File: config.mk
export PLATFORM = sky130hd
export DESIGN_NAME = cbpg_ctrl
export DESIGN_NICKNAME = d
export VERILOG_FILES = /design/src/rtl/core/cbpg_pkg.sv /design/src/rtl/core/cbpg_ctrl.sv
export SDC_FILE = /design/constraint.sdc
export NUM_CORES = 1
export LEC_CHECK = 0
export ABC_AREA = 1
export BUFFER_PORTS_ARGS = -buffer_cell sky130_fd_sc_hd__buf_2
export CAP_MARGIN = 25
export CORE_ASPECT_RATIO = 0.7
export CORE_MARGIN = 1
export CORE_UTILIZATION = 63
export CTS_CLUSTER_SIZE = 16
export DETAILED_ROUTE_END_ITERATION = 10
export HOLD_SLACK_MARGIN = 0.08
export MAX_ROUTING_LAYER = met4
export PLACE_DENSITY = 0.92
export SLEW_MARGIN = 0
export SYNTH_ARGS = -nofsm -noshare
export SYNTH_HDL_FRONTEND = slang
export SYNTH_SLANG_ARGS = --single-unit
File: constraint.sdc
create_clock -name clk -period 4.88 [get_ports clk]
set_input_delay 0.244 -clock clk [delete_from_list [all_inputs] [get_ports clk]]
set_output_delay 0.244 -clock clk [all_outputs]
set_load 0.02 [all_outputs]
File: src/rtl/core/cbpg_pkg.sv
`timescale 1ns / 1ps

package cbpg_pkg;

  // default capacity of the box store
  localparam int MAX_BOXES_DEF = 32;

  // field widths
  localparam int COORD_W     = 12;
  localparam int SIZE_W      = 12;
  localparam int DIAG_W      = 17;
  localparam int CFG_W       = 12;
  localparam int CFG_INDEX_W = 3;
  localparam int MIN_W       = 6;
  localparam int GROUP_W     = 5;
  localparam int MEMBER_W    = 5;

  // results per run are capped
  localparam int RESULT_CAP = 32;
  localparam int RES_CNT_W  = 6;

  // register indexes
  localparam logic [CFG_INDEX_W-1:0] REG_DISTANCE_MULTIPLE   = 3'd0;
  localparam logic [CFG_INDEX_W-1:0] REG_AREA_CHANGE_LIMIT   = 3'd1;
  localparam logic [CFG_INDEX_W-1:0] REG_WIDTH_CHANGE_LIMIT  = 3'd2;
  localparam logic [CFG_INDEX_W-1:0] REG_HEIGHT_CHANGE_LIMIT = 3'd3;
  localparam logic [CFG_INDEX_W-1:0] REG_MIN_GROUP_SIZE      = 3'd4;

  // register reset values
  localparam logic [CFG_W-1:0] DISTANCE_MULTIPLE_RST   = 12'd1280;
  localparam logic [CFG_W-1:0] AREA_CHANGE_LIMIT_RST   = 12'd128;
  localparam logic [CFG_W-1:0] WIDTH_CHANGE_LIMIT_RST  = 12'd205;
  localparam logic [CFG_W-1:0] HEIGHT_CHANGE_LIMIT_RST = 12'd51;
  localparam logic [MIN_W-1:0] MIN_GROUP_SIZE_RST      = 6'd3;

  // one stored box
  typedef struct packed {
    logic [COORD_W-1:0] cx;
    logic [COORD_W-1:0] cy;
    logic [SIZE_W-1:0]  wd;
    logic [SIZE_W-1:0]  ht;
    logic [DIAG_W-1:0]  diag;
  } box_t;

  // controller to datapath
  typedef struct packed {
    logic load_wr;
    logic clear_marks;
    logic seed_rd;
    logic clear_cand;
    logic pair_rd;
    logic pair_qual;
    logic mark;
    logic emit;
    logic gend;
    logic flush;
  } dp_cmd_t;

  // datapath to controller
  typedef struct packed {
    logic rd_taken;
    logic cand_at;
    logic seed_ready;
    logic hit;
    logic pair_busy;
    logic slot_free;
    logic out_free;
  } dp_sts_t;

endpackage

File: src/rtl/core/cbpg_ctrl.sv
`timescale 1ns / 1ps

module cbpg_ctrl #(
  parameter int MAX_BOXES = cbpg_pkg::MAX_BOXES_DEF
) (
  input  logic                               clk,
  input  logic                               rst,
  input  logic                               in_valid,
  output logic                               in_ready,
  input  logic                               final_box,
  input  logic [cbpg_pkg::MIN_W-1:0]         min_group_size,
  input  cbpg_pkg::dp_sts_t                  sts,
  output cbpg_pkg::dp_cmd_t                  cmd,
  output logic [$clog2(MAX_BOXES)-1:0]       wr_addr,
  output logic [$clog2(MAX_BOXES)-1:0]       rd_addr,
  output logic [$clog2(MAX_BOXES)-1:0]       sel_idx,
  output logic [cbpg_pkg::GROUP_W-1:0]       grp
);

  localparam int IW    = $clog2(MAX_BOXES);
  localparam int CW    = $clog2(MAX_BOXES + 1);
  localparam int CMP_W = (CW > cbpg_pkg::MIN_W) ? CW : cbpg_pkg::MIN_W;

  typedef enum logic [8:0] {
    S_IDLE      = 9'b000000001,
    S_SEED      = 9'b000000010,
    S_SEED_WAIT = 9'b000000100,
    S_SWEEP     = 9'b000001000,
    S_DRAIN     = 9'b000010000,
    S_DECIDE    = 9'b000100000,
    S_EMIT_SEED = 9'b001000000,
    S_EMIT_SCAN = 9'b010000000,
    S_FLUSH     = 9'b100000000
  } ctrl_state_t;

  ctrl_state_t state, state_next;

  logic [CW-1:0]                  box_count, box_count_next;
  logic [CW-1:0]                  seed_i, seed_i_next;
  logic [CW-1:0]                  sweep_j, sweep_j_next;
  logic [CW-1:0]                  scan_p, scan_p_next;
  logic [CW-1:0]                  member_cnt, member_cnt_next;
  logic [CW-1:0]                  remain, remain_next;
  logic [cbpg_pkg::RES_CNT_W-1:0] result_cnt, result_cnt_next;
  logic [cbpg_pkg::GROUP_W-1:0]   group_num, group_num_next;

  logic accept;
  logic need_out;
  logic take;

  assign in_ready = (state == S_IDLE);
  assign accept   = in_valid && in_ready;
  assign wr_addr  = box_count[IW-1:0];
  assign grp      = group_num;
  assign need_out = result_cnt < cbpg_pkg::RES_CNT_W'(cbpg_pkg::RESULT_CAP);

  // a member of the current group is handled this cycle
  assign take = ((state == S_EMIT_SEED) || ((state == S_EMIT_SCAN) && sts.cand_at))
                && (!need_out || sts.slot_free);

  // next state and commands
  always_comb begin
    state_next      = state;
    box_count_next  = box_count;
    seed_i_next     = seed_i;
    sweep_j_next    = sweep_j;
    scan_p_next     = scan_p;
    member_cnt_next = member_cnt;
    remain_next     = remain;
    result_cnt_next = result_cnt;
    group_num_next  = group_num;
    cmd             = '0;
    rd_addr         = seed_i[IW-1:0];
    sel_idx         = seed_i[IW-1:0];

    // near boxes found by the pair pipeline
    if (sts.hit) begin
      member_cnt_next = member_cnt + CW'(1);
    end

    case (state)
      S_IDLE: begin
        if (accept) begin
          if (box_count < CW'(MAX_BOXES)) begin
            cmd.load_wr    = 1'b1;
            box_count_next = box_count + CW'(1);
          end
          if (final_box) begin
            cmd.clear_marks = 1'b1;
            group_num_next  = '0;
            result_cnt_next = '0;
            seed_i_next     = '0;
            state_next      = S_SEED;
          end
        end
      end
      S_SEED: begin
        if (seed_i >= box_count) begin
          state_next = S_FLUSH;
        end else if (sts.rd_taken) begin
          seed_i_next = seed_i + CW'(1);
        end else begin
          cmd.seed_rd    = 1'b1;
          cmd.clear_cand = 1'b1;
          state_next     = S_SEED_WAIT;
        end
      end
      S_SEED_WAIT: begin
        if (sts.seed_ready) begin
          sweep_j_next    = '0;
          member_cnt_next = CW'(1);
          state_next      = S_SWEEP;
        end
      end
      S_SWEEP: begin
        rd_addr       = sweep_j[IW-1:0];
        cmd.pair_rd   = 1'b1;
        cmd.pair_qual = !sts.rd_taken && (sweep_j != seed_i);
        if (sweep_j == box_count - CW'(1)) begin
          state_next = S_DRAIN;
        end else begin
          sweep_j_next = sweep_j + CW'(1);
        end
      end
      S_DRAIN: begin
        if (!sts.pair_busy) begin
          state_next = S_DECIDE;
        end
      end
      S_DECIDE: begin
        if (CMP_W'(member_cnt) >= CMP_W'(min_group_size)) begin
          remain_next = member_cnt;
          state_next  = S_EMIT_SEED;
        end else begin
          seed_i_next = seed_i + CW'(1);
          state_next  = S_SEED;
        end
      end
      S_EMIT_SEED: begin
        sel_idx = seed_i[IW-1:0];
        if (take) begin
          scan_p_next = '0;
        end
      end
      S_EMIT_SCAN: begin
        sel_idx = scan_p[IW-1:0];
        if (!sts.cand_at || take) begin
          scan_p_next = scan_p + CW'(1);
        end
      end
      S_FLUSH: begin
        if (sts.out_free) begin
          cmd.flush      = 1'b1;
          box_count_next = '0;
          state_next     = S_IDLE;
        end
      end
      default: begin
        state_next = S_IDLE;
      end
    endcase

    // mark the member, emit it while under the result cap
    if (take) begin
      cmd.mark    = 1'b1;
      cmd.gend    = (remain == CW'(1));
      remain_next = remain - CW'(1);
      if (need_out) begin
        cmd.emit        = 1'b1;
        result_cnt_next = result_cnt + cbpg_pkg::RES_CNT_W'(1);
      end
      if (remain == CW'(1)) begin
        group_num_next = group_num + cbpg_pkg::GROUP_W'(1);
        seed_i_next    = seed_i + CW'(1);
        state_next     = S_SEED;
      end else begin
        state_next = S_EMIT_SCAN;
      end
    end
  end

  // control registers
  always_ff @(posedge clk) begin
    if (rst) begin
      state      <= S_IDLE;
      box_count  <= '0;
      seed_i     <= '0;
      sweep_j    <= '0;
      scan_p     <= '0;
      member_cnt <= '0;
      remain     <= '0;
      result_cnt <= '0;
      group_num  <= '0;
    end else begin
      state      <= state_next;
      box_count  <= box_count_next;
      seed_i     <= seed_i_next;
      sweep_j    <= sweep_j_next;
      scan_p     <= scan_p_next;
      member_cnt <= member_cnt_next;
      remain     <= remain_next;
      result_cnt <= result_cnt_next;
      group_num  <= group_num_next;
    end
  end

endmodule

### Word-level counts from Yosys, hierarchy flattened

Cells that the tools add are included.

| storage, ports and cells | value |
|---|---|
| register bits after elaboration | 56 |
| bits of input ports | 17 |
| output and inout bits | 31 |
| logic and storage cells | 130 |

| operators by class | value |
|---|---|
| add/subtract/negate cells | 9 |
| $lt $le $gt $ge | 4 |
| equality and inequality tests | 27 |
| multiplexer cells | 60 |
| reductions and logical operators | 21 |

Operator list:

| operator | count |
|---|---|
| 6-bit 2-to-1 mux | 25 |
| 9-bit 2-to-1 mux | 9 |
| 9-bit one-hot mux with 8 select lines | 1 |
| 6-bit by 1-bit adder with 6-bit output (second input constant) | 6 |
| 6-bit one-hot mux with 2 select lines | 3 |
| 5-bit 2-to-1 mux | 7 |
| 6-bit one-hot mux with 3 select lines | 1 |
| 6-bit greater-or-equal comparator | 2 |
| 6-bit < comparator (second input constant) | 2 |
| 2-bit 2-to-1 mux | 6 |
| 3-bit inequality test (second input constant) | 4 |
| 6-bit by 1-bit subtractor with 6-bit output (second input constant) | 2 |
| 2-bit nonzero test | 5 |
| 9-bit by 1-bit equality test with 1-bit output (second input constant) | 1 |
| 9-bit by 2-bit equality test with 1-bit output (second input constant) | 1 |
| 9-bit by 3-bit equality test with 1-bit output (second input constant) | 1 |
| 9-bit by 4-bit equality test with 1-bit output (second input constant) | 1 |
| 9-bit by 5-bit equality test with 1-bit output (second input constant) | 1 |
| 9-bit by 6-bit equality test with 1-bit output (second input constant) | 1 |
| 9-bit by 7-bit equality test with 1-bit output (second input constant) | 1 |
| 9-bit by 8-bit equality test with 1-bit output (second input constant) | 1 |
| 9-bit equality test (second input constant) | 1 |
| 8-bit 2-to-1 mux | 1 |
| 2-bit by 1-bit inequality test with 1-bit output (second input constant) | 4 |
| other kinds (18) | 34 |

### Depth between registers and ports, before layout

Gate-level depths: netlist of the first run.

| depth | value |
|---|---|
| depth in word-level cells | 7 |
| mapped depth | 15 |
| mapped depth without buffers | 15 |

### Worst setup path after synthesis of the first run

No wires, ideal clock.

| timing | value |
|---|---|
| path kind | flip-flop to output port |
| from | register seed_i[0] |
| to | output cmd[7] (netlist name) |
| data arrival time | 2.067 ns |
| required time | 4.636 ns |
| path slack | 2.569 ns |
| cell stages (with the launch flop) | 8 |
| path buffers | 1 |
| cell sequence | dfxtp_1 -> inv_1 -> ha_1 -> o21a_1 -> o21ai_0 -> nand2_1 -> nor3_1 -> buf_4 |

RTL lines:

| element | line | RTL |
|---|---|---|
| start: declaration | cbpg_ctrl.sv:39 | `logic [CW-1:0] seed_i, seed_i_next;` |
| start signal: assignment | cbpg_ctrl.sv:197 | `seed_i <= seed_i_next;` |
| end: declaration | cbpg_ctrl.sv:13 | `output cbpg_pkg::dp_cmd_t cmd,` |

==> flow_summary.ini, run 1 <==
[yosys]
synth.largest_area_cell = dfxtp_1
synth_top_area_share_pct = 28.9
muxShareOfSynthArea_pct = 0.263
synth_edf_count = 0
syn_area_um2 = 3810
ys_seq_elements = 55
syn-num-nets = 610
synthSimpleGateAreaFrac_pct = 35.3
synthCells = 571
synth_compound_area_share_pct = 12.3
synth_most_common_cell = nand2_1
yosysUniqueCellTypes = 39
synth-seq-area-share_pct = 28.9
synth-main-ff-cell = dfxtp_1
synth_area_leaders = dfxtp_1 (29%), nand2_1 (11%), inv_1 (7.3%)
syn_area_per_cell_um2 = 6.67
ys_warn_count = 0
synth_common_cells = nand2_1 (115), inv_1 (74), nor2_1 (66), dfxtp_1 (55), nand3_1 (53)
synth_top_family_by_area = simple AND/OR/NAND/NOR gates
synthArstFlopShare_pct = 0
synth_adder_area_share_pct = 7.22
synth_xor_xnor_area_share_pct = 5.29

[placed_design]
gp_congestion = 0.933
portBuffers = 47
dp_cells = 678
dpl.hpwl_mm = 7.45

[cells_and_area]
layout-drive-gt1-share_pct = 15.1
n_antenna_cell = 0
filler_cell_count = 484
fin_nets = 649
final_cell_count_no_fill = 686
synthToLayoutAreaGrowth_pct = 8.40

[global_route]
antenna_found_initial = 0
grt_start_max_net_pins = 29
grt_first_pass_wirelength_mm = 15.5
track_usage_pct = 32.3
grt_overflow = 0
grt_pass1_vias = 3426

[timing]
hold_viol = 0
rsz0062_at_grt = no
finalSetupTns_ns = 0
slew_viol_final = 0
skew_ns = 0.00647
relSlewSlack_pct = 60.1
finalCriticalPeriod_ns = 2.49
fin_crit_sh_pct = 51.1
holdWs_ns = 0.274
fmax_ghz = 0.401
worstMarginPinSlew_ns = 0.598
finalSetupViolCount = 0

[critical_path]
path_cells = inv_1 > ha_1 > o21a_1 > o21ai_0 > nand2_1 > nor3_1 > buf_2
cp.arrival_ns = 2.25
cpMaxStageDelayCell = dfxtp_1
rr_worst_depth = 9
worstSetupEndpointType = output port
path_buf_inv = 2
cp-start-kind = flip-flop
cp.required_ns = 4.64
cpPeakStageDelay_ns = 0.44
r2r_start = member_cnt[0]
cp_top_family = compound AO/OA/AOI/OAI gates
cp_max_fo = 6
path_class = reg -> out
r2r_end = seed_i[1]
rrSetupSlack_ns = 2.52

[route]
dr.first_iter.drc_count = 281
via_per_inst = 5.72
ant_nets = 0
wl_per_cell_um = 14.1
first_pass_iters = 5
wirelength_mm = 9.67
drc = 0
dr_total_vias = 3924

[cts]
clock_latency_ns = 0.31
cts.clk_slew.worst_paths_ns = 0.10
cts_resized = 0
cts_tree = built
holdBufCountCts = 0
h-tree-depth = 2
postCtsSetupBuffers = 0
clock_path_buffers = 2
cts_sinks = 55
cts_made_buffers = 5
root_buffer = clkbuf_8

[job]
drv_cap = 0

[power]
finalPower_mw = 1.21
peakVddDrop_v = 0.000157
p_leak_nw = 1.97
p_per_area_nw_per_um2 = 292

[floorplanning]
start_util_pct = 65.9
row_count = 23
die_w_um = 95.0
coreArea_um2 = 5780
die-height_um = 67.1
die_area_um2 = 6370
ioPinCount = 48

[run_status]
status = complete, no violations

[worst_hold_path]
hold_path_class = in -> reg
hp-start = sts[3]
hold_depth = 3
holdPathEnd = member_cnt[1]
stage by stage:
step	worst slack, ns	area (um^2)	utilization (%)
after floorplan	2.57	3810	-
after global placement	2.84	4050	70.0
after detailed placement	2.67	4050	70.0
after CTS	2.43	4130	71.4
after global routing	2.15	4130	71.4
final	2.39	4130	71.4
cells in the final DEF, fill, tap and decap left out, types with 2 or more instances in the layout:
| master | instances |
|---|---|
| and3_1 | 2 |
| inv_1 | 74 |
| a211oi_1 | 3 |
| nand3b_1 | 2 |
| ha_1 | 22 |
| a31oi_1 | 3 |
| xnor2_1 | 6 |
| inv_2 | 8 |
| nand3_1 | 53 |
| nand3_4 | 3 |
| nor2_8 | 2 |
| nand4_1 | 8 |
| o21ai_1 | 5 |
| nor3_1 | 16 |
| nor3_2 | 3 |
| a22oi_1 | 3 |
| clkbuf_8 | 5 |
| o21a_1 | 4 |
| xor2_1 | 17 |
| clkinv_2 | 2 |
| nor2_1 | 66 |
| o21ai_0 | 24 |
| dfxtp_1 | 55 |
| buf_2 | 47 |
| nand2_2 | 8 |
| clkbuf_1 | 2 |
| nand2_1 | 115 |
| a21oi_1 | 35 |
| nor2_2 | 6 |
| a21oi_2 | 3 |
how the worst max path moves through the flow:
stage / startpoint / end / slack, ns / cells after the start
2_1_floorplan: seed_i[0] / cmd[7] / 2.57 / 7
3_3_place_gp: seed_i[0] / cmd[7] / 2.84 / 7
3_5_place_dp: member_cnt[0] / seed_i[5] / 2.67 / 9
4_1_cts: seed_i[0] / cmd[7] / 2.43 / 7
5_1_grt: seed_i[0] / cmd[6] / 2.15 / 7
6_report: seed_i[0] / cmd[7] / 2.39 / 7
cell type report:
type	count	area, um^2	area share, %
multi-input combinational	417	2300	55.7
sequential	55	1100	26.7
inverter	84	319	7.72
timing repair buffer	47	235	5.69
tap	75	93.8	2.27
clock buffer	7	76.3	1.85
clock inverter	1	5.00	0.121
worst register-to-register path: cells and delay by family (launching register included):
family / cells / cell delay (ns)
buffers and inverters: 1 / 0.07
adder cells (fa/ha/maj): 1 / 0.29
AND/OR/NAND/NOR: 4 / 0.88
AO/OA/AOI/OAI: 3 / 0.55
flip-flops: 1 / 0.42
metal layers:
| metal | vias to the layer above | global-route usage, % | wire length, um |
|---|---|---|---|
| li1 | 1930 | - | - |
| met1 | 1781 | 43.3 | 4390 |
| met2 | 195 | 48.7 | 4160 |
| met3 | 18 | 8.45 | 999 |
| met4 | 0 | 7.20 | 116 |
| met5 | - | - | 0 |
logic make-up (layout without fill, tap and decap cells):
logic type               count (synthesis)  in the layout
adder cells (fa/ha/maj)                 22             22
flip-flops                              55             55
XOR/XNOR                                23             23
buffers and inverters                   99            139
multiplexers                             1              1
AO/OA/AOI/OAI                           83             83
AND/OR/NAND/NOR                        288            288
flip-flops by register name, indices dropped and copies added (netlist names):
name / cells
sweep_j: 6
scan_p: 5
result_cnt: 6
box_count: 6
seed_i: 6
grp: 5
member_cnt: 6
state: 9
remain: 6
where the power goes:
part | internal (mW) | total [mW] | switching, mW
clock network | 0.101 | 0.254 | 0.153
registers | 0.469 | 0.494 | 0.0252
logic | 0.140 | 0.458 | 0.318
No activity file was read; power rests on OpenSTA's default activity.
==> inputs of run 2 (changes only) <==
- CORE_UTILIZATION: 63 -> 53
- PLACE_DENSITY: 0.92 -> 0.83
- clock period: 4.88 -> 2.03 ns (I/O delays scaled with it)
==> run 2 against run 1 <==
  * Register-to-register slack worse by 2.4 ns
  * Clock skew up 0.0097 ns
  * Total power rose to 2.7 times the previous value
  * Largest power group is now combinational logic
  * Final area grew 10%
  * Global-route usage decreased by 3.9 points
  * First-iteration DRC count rose by 3.9%
  * Setup slack worse by 2.3 ns
  * Critical path type unchanged
  * Sequential share of layout area shrank 2.0 points
  * Sequential power up 140%
==> flow_summary.ini, run 2 (synthesized netlist as in run 1, its figures left out) <==
[route]
ant_nets = 0
drc = 0
via_per_inst = 5.37
wirelength_mm = 10.4
first_pass_iters = 5
wl_per_cell_um = 14.2
dr_total_vias = 3953
dr.first_iter.drc_count = 292

[floorplanning]
die_area_um2 = 7540
ioPinCount = 48
die-height_um = 73.0
die_w_um = 103
coreArea_um2 = 6850
start_util_pct = 55.6
row_count = 25

[placed_design]
dpl-instance-area_um2 = 4210
portBuffers = 47
dpl.hpwl_mm = 7.93
gp_congestion = 0.968
pre_cts_slack_ns = 0.0222

[cts]
h-tree-depth = 2
cts_tree = built
clock_path_buffers = 2
cts.clk_slew.worst_paths_ns = 0.11
holdBufCountCts = 0
clock_latency_ns = 0.33
cts_made_buffers = 5
root_buffer = clkbuf_8
cts_sinks = 55

[timing]
holdWs_ns = 0.122
finalSetupViolCount = 0
slew_viol_final = 0
finalWorstSetupSlack_ns = 0.0575
fmax_ghz = 0.507
worstMarginPinSlew_ns = 0.441
fin_crit_sh_pct = 97.2
hold_viol = 0
relSlewSlack_pct = 70.3
skew_ns = 0.0162
finalSetupTns_ns = 0
finalCriticalPeriod_ns = 1.97

[power]
p_leak_nw = 2.16
p_seq_share_pct = 37.3
peakVddDrop_v = 0.000373
power_frac_clock_pct = 24.3
switchingPower_mw = 1.29
p_per_area_nw_per_um2 = 704
power_frac_comb_pct = 38.4
swShare_pct = 40.1
p_int_mw = 1.92

[job]
drv_cap = 0

[cells_and_area]
multi_input_area_um2 = 2390
n_antenna_cell = 0
synthToLayoutAreaGrowth_pct = 19.4
utilization_pct = 66.4
top_register = state
final_common_cell = nand2_1
seq_area_um2 = 1120
largest_register_ffs = 9
postLayoutCellArea_um2 = 4550
fin_nets = 680
layout-drive-gt1-share_pct = 24.0
final_cell_mix = nand2_1 (113), inv_1 (68), nor2_1 (65)
filler_cell_count = 586

[critical_path]
cpPeakStageDelay_ns = 0.38
cpMaxStageDelayCell = dfxtp_4
path_class = reg -> out
cp_max_fo = 4
setup.worst_path.start = box_count[4]
cp-start-kind = flip-flop
cp.required_ns = 1.93
crit_cells = 7
cp.arrival_ns = 1.87
rrSetupSlack_ns = 0.12
rr_worst_depth = 12
path_cells = inv_1 > ha_1 > nand2_1 > o21a_1 > nand2_2 > nor3_4 > buf_6
worstSetupEndpointType = output port
path_buf_inv = 2
cp_top_family = simple AND/OR/NAND/NOR gates
r2r_end = state[0]
r2r_start = state[8]

[global_route]
track_usage_pct = 28.4
grt_pass1_vias = 3541
grt_start_max_net_pins = 28
antenna_found_initial = 0
grt_overflow = 0
grt_first_pass_wirelength_mm = 16.0

[run_status]
status = complete, no violations

[worst_hold_path]
hp-start = sts[6]
hold_path_class = in -> reg
holdPathEnd = state[2]
hold_depth = 4
[run 2: changes by cell type in the layout (fill, tap and decap cells not counted), sizes merged]
| cell | before | now |
|---|---|---|
| buf | 47 | 78 |
| clkbuf | 7 | 5 |
| bufinv | 0 | 1 |
| clkinv | 2 | 1 |
| clkinvlp | 0 | 1 |
| inv | 83 | 84 |
[run 2: area by class of cell]
| type | instances | share of cell area [%] |
|---|---|---|
| clock buffers | 5 | 1.51 |
| multi-input cells | 417 | 52.6 |
| clock inverters | 3 | 1.02 |
| flip-flops and latches | 55 | 24.6 |
| inverters | 84 | 7.06 |
| well taps | 94 | 2.58 |
| repair buffers | 78 | 10.6 |
[run 2: metal layers]
layer,GRT usage [%],up-vias,part of all wire (%)
li1,-,1987,-
met1,38.9,1787,47
met2,42.9,170,44
met3,5.36,9,8.6
met4,7.04,0,0.67
met5,-,-,0
[run 2: worst max-delay path by stage]
| stage | slack [ns] | end |
|---|---|---|
| 6_report | 0.06 | cmd[7] |
| 5_1_grt | -0.02 | cmd[6] |
| 4_1_cts | 0.01 | rd_addr[0] |
| 3_5_place_dp | 0.02 | seed_i[2] |
| 3_3_place_gp | 0.1 | seed_i[0] |
| 2_1_floorplan | 0.10 | cmd[7] |
[run 2: power by group through the flow]
stage | Combinational, mW | Sequential, mW | Clock, mW
5_1_grt | 1.36 | 1.20 | 0.827
2_1_floorplan | 0.838 | 1.20 | 0
3_5_place_dp | 1.10 | 1.21 | 0
6_report | 1.23 | 1.20 | 0.780
3_3_place_gp | 1.06 | 1.20 | 0
4_1_cts | 1.14 | 1.18 | 0.787
[run 2: what timing repair did]
| item | CTS | global route |
|---|---|---|
| hold endpoints to repair | 0 | 0 |
| pin swaps | 1 | 12 |
| setup buffers | 2 | 12 |
| cloned | 0 | 0 |
| setup endpoints to repair | 8 | 31 |
| gates resized for setup | 7 | 36 |
[run 2: tightest hold or removal path: cells and delay by family]
kind                   cells  cell delay, ns
AO/OA/AOI/OAI              1            0.05
buffers and inverters      2            0.20
AND/OR/NAND/NOR            1            0.06
[run 2: through the flow]
step	std cells	total power [mW]
after floorplan	571	2.03
after global placement	714	2.26
after detailed placement	714	2.30
after CTS	724	3.11
after global routing	736	3.38
final	736	3.21
==> inputs of run 3 (changes only) <==
- CORE_MARGIN: 1 -> 2
- CORE_UTILIZATION: 53 -> 59
- GPL_TIMING_DRIVEN: default -> 0
- PLACE_DENSITY: 0.83 -> 0.87
- clock period: 2.03 -> 2 ns (I/O delays scaled with it)
==> run 3 against run 2 <==
  * The run now ends with negative setup slack left
  * Die area fell by 5.5%
  * Combinational power rose by 20%
  * Total power increased by 5.3%
  * Sequential share of layout area is 0.067 points lower
  * Final area grew 1.7%
  * Clock power fell by 11%
  * Non-clock buffer count increased by 9
  * Clock skew fell by 0.0040 ns
  * Setup slack lost 0.12 ns
  * First-iteration DRC count is 76% higher
  * Critical path type unchanged
  * Largest cell class unchanged
  * Largest power group unchanged
  * Highest routed layer unchanged
==> flow_summary.ini, run 3 (synthesized netlist as in run 1, its figures left out) <==
[global_route]
grt_overflow = 0
track_usage_pct = 30.0
grt_start_max_net_pins = 16
grt_first_pass_wirelength_mm = 16.6
antenna_found_initial = 1
grt_pass1_vias = 3514

[cts]
h-tree-depth = 2
cts_tree = built
clock_path_buffers = 2
cts_sinks = 55
root_buffer = clkbuf_8
cts.clk_slew.worst_paths_ns = 0.10
cts_made_buffers = 5
holdBufCountCts = 0
clock_latency_ns = 0.32

[cells_and_area]
postLayoutCellArea_um2 = 4630
largest_register_ffs = 9
final_cell_count_no_fill = 730
top_register = state
final_common_cell = nand2_1
final_cell_mix = nand2_1 (112), inv_1 (66), nor2_1 (64)
layout-drive-gt1-share_pct = 25.5
utilization_pct = 74.1
fin_nets = 689
synthToLayoutAreaGrowth_pct = 21.5

[placed_design]
portBuffers = 46
dp_cells = 695
dpl-instance-area_um2 = 4140
gp_congestion = 0.938
dpl.hpwl_mm = 7.55

[power]
peakVddDrop_v = 0.000446
p_per_area_nw_per_um2 = 729
p_int_mw = 1.97
switchingPower_mw = 1.40
power_frac_clock_pct = 20.5
power_frac_comb_pct = 43.5
p_leak_nw = 2.19
p_seq_share_pct = 36.0
finalPower_mw = 3.38
swShare_pct = 41.6

[worst_hold_path]
hold_depth = 3
hold_path_class = in -> reg

[critical_path]
path_cells = buf_6 > ha_4 > o21a_1 > o21ai_2 > nand2_2 > nor3_4 > buf_4 > buf_6
crit_path_frequent_cell = buf_6
path_buf_inv = 3
cpPeakStageDelay_ns = 0.39
cp.required_ns = 1.90
crit_cells = 8
worstSetupEndpointType = output port
cp.arrival_ns = 1.96
cpMaxStageDelayCell = dfxtp_4
cp_max_fo = 5
cp-start-kind = flip-flop
path_class = reg -> out
rr_worst_depth = 13
cp_top_family = flip-flops

[run_status]
status = finished with violations
violations = negative setup slack

[timing]
fin_crit_sh_pct = 103
worstMarginPinSlew_ns = 0.633
finalSetupTns_ns = -0.175
fmax_ghz = 0.485
hold_viol = 0
finalWorstSetupSlack_ns = -0.0638
finalCriticalPeriod_ns = 2.06
rsz0062_at_grt = yes
skew_ns = 0.0121
finalSetupViolCount = 5
slew_viol_final = 0
relSlewSlack_pct = 57.8

[floorplanning]
start_util_pct = 61.0
coreArea_um2 = 6250
die_w_um = 100
ioPinCount = 48
row_count = 24
die-height_um = 71.2
die_area_um2 = 7130

[route]
ant_nets = 0
via_per_inst = 5.77
dr.first_iter.drc_count = 514
drc = 0
wirelength_mm = 11.3
wl_per_cell_um = 15.4
dr_total_vias = 4212
first_pass_iters = 5

[job]
drv_cap = 0
## run 3: worst min-delay path, delay by kind of cell
kind / cells / cell delay, ns
and+or+nand+nor: 1 / 0.09
buffers and inverters: 1 / 0.13
muxes: 1 / 0.08
## run 3: final timing paths
| check | slack, ns | end | start |
|---|---|---|---|
| worst max-delay path | -0.06 | cmd[7] | box_count[0] |
| worst min-delay path | 0.12 | member_cnt[1] | sts[3] |
| worst max register to register | 0.01 | remain[5] | state[0] |
| worst min register to register | 0.49 | result_cnt[5] | result_cnt[4] |
## run 3: power groups by stage
stage	clock network, mW	registers [mW]	logic (mW)
after global routing	0.738	1.22	1.59
after detailed placement	0	1.23	1.09
final	0.693	1.21	1.47
after floorplan	0	1.21	0.850
after global placement	0	1.23	1.05
after CTS	0.690	1.21	1.19
## run 3: cell type report
cell class                 instances  area (um^2)
antenna                            1         2.50
buffer                            15         93.8
clock buffer                       8          100
fill                             459         1620
inverter                          84          332
multi-input combinational        417         2430
sequential                        55         1140
tap                               78         97.6
timing repair buffer              72          442
## run 3: repair_timing
item | 4_1_cts | 5_1_grt
gates resized for setup | 32 | 38
endpoints found under the setup margin | 32 | 42
pin swaps | 10 | 19
setup buffers | 7 | 19
## run 3: through the flow
step                hold slack (ns)  setup WS, ns
floorplan                     0.259        0.0735
global placement              0.438        -0.210
detailed placement            0.457        -0.219
CTS                           0.127       -0.0102
global route                  0.149        -0.102
finish                        0.118       -0.0638
## run 3: layer usage
metal	global-route usage, %	wire length [um]	vias to the layer above
li1	-	-	2008
met1	42.1	4660	1890
met2	45.5	4970	263
met3	5.76	1270	51
met4	6.24	376	0
met5	-	0	-
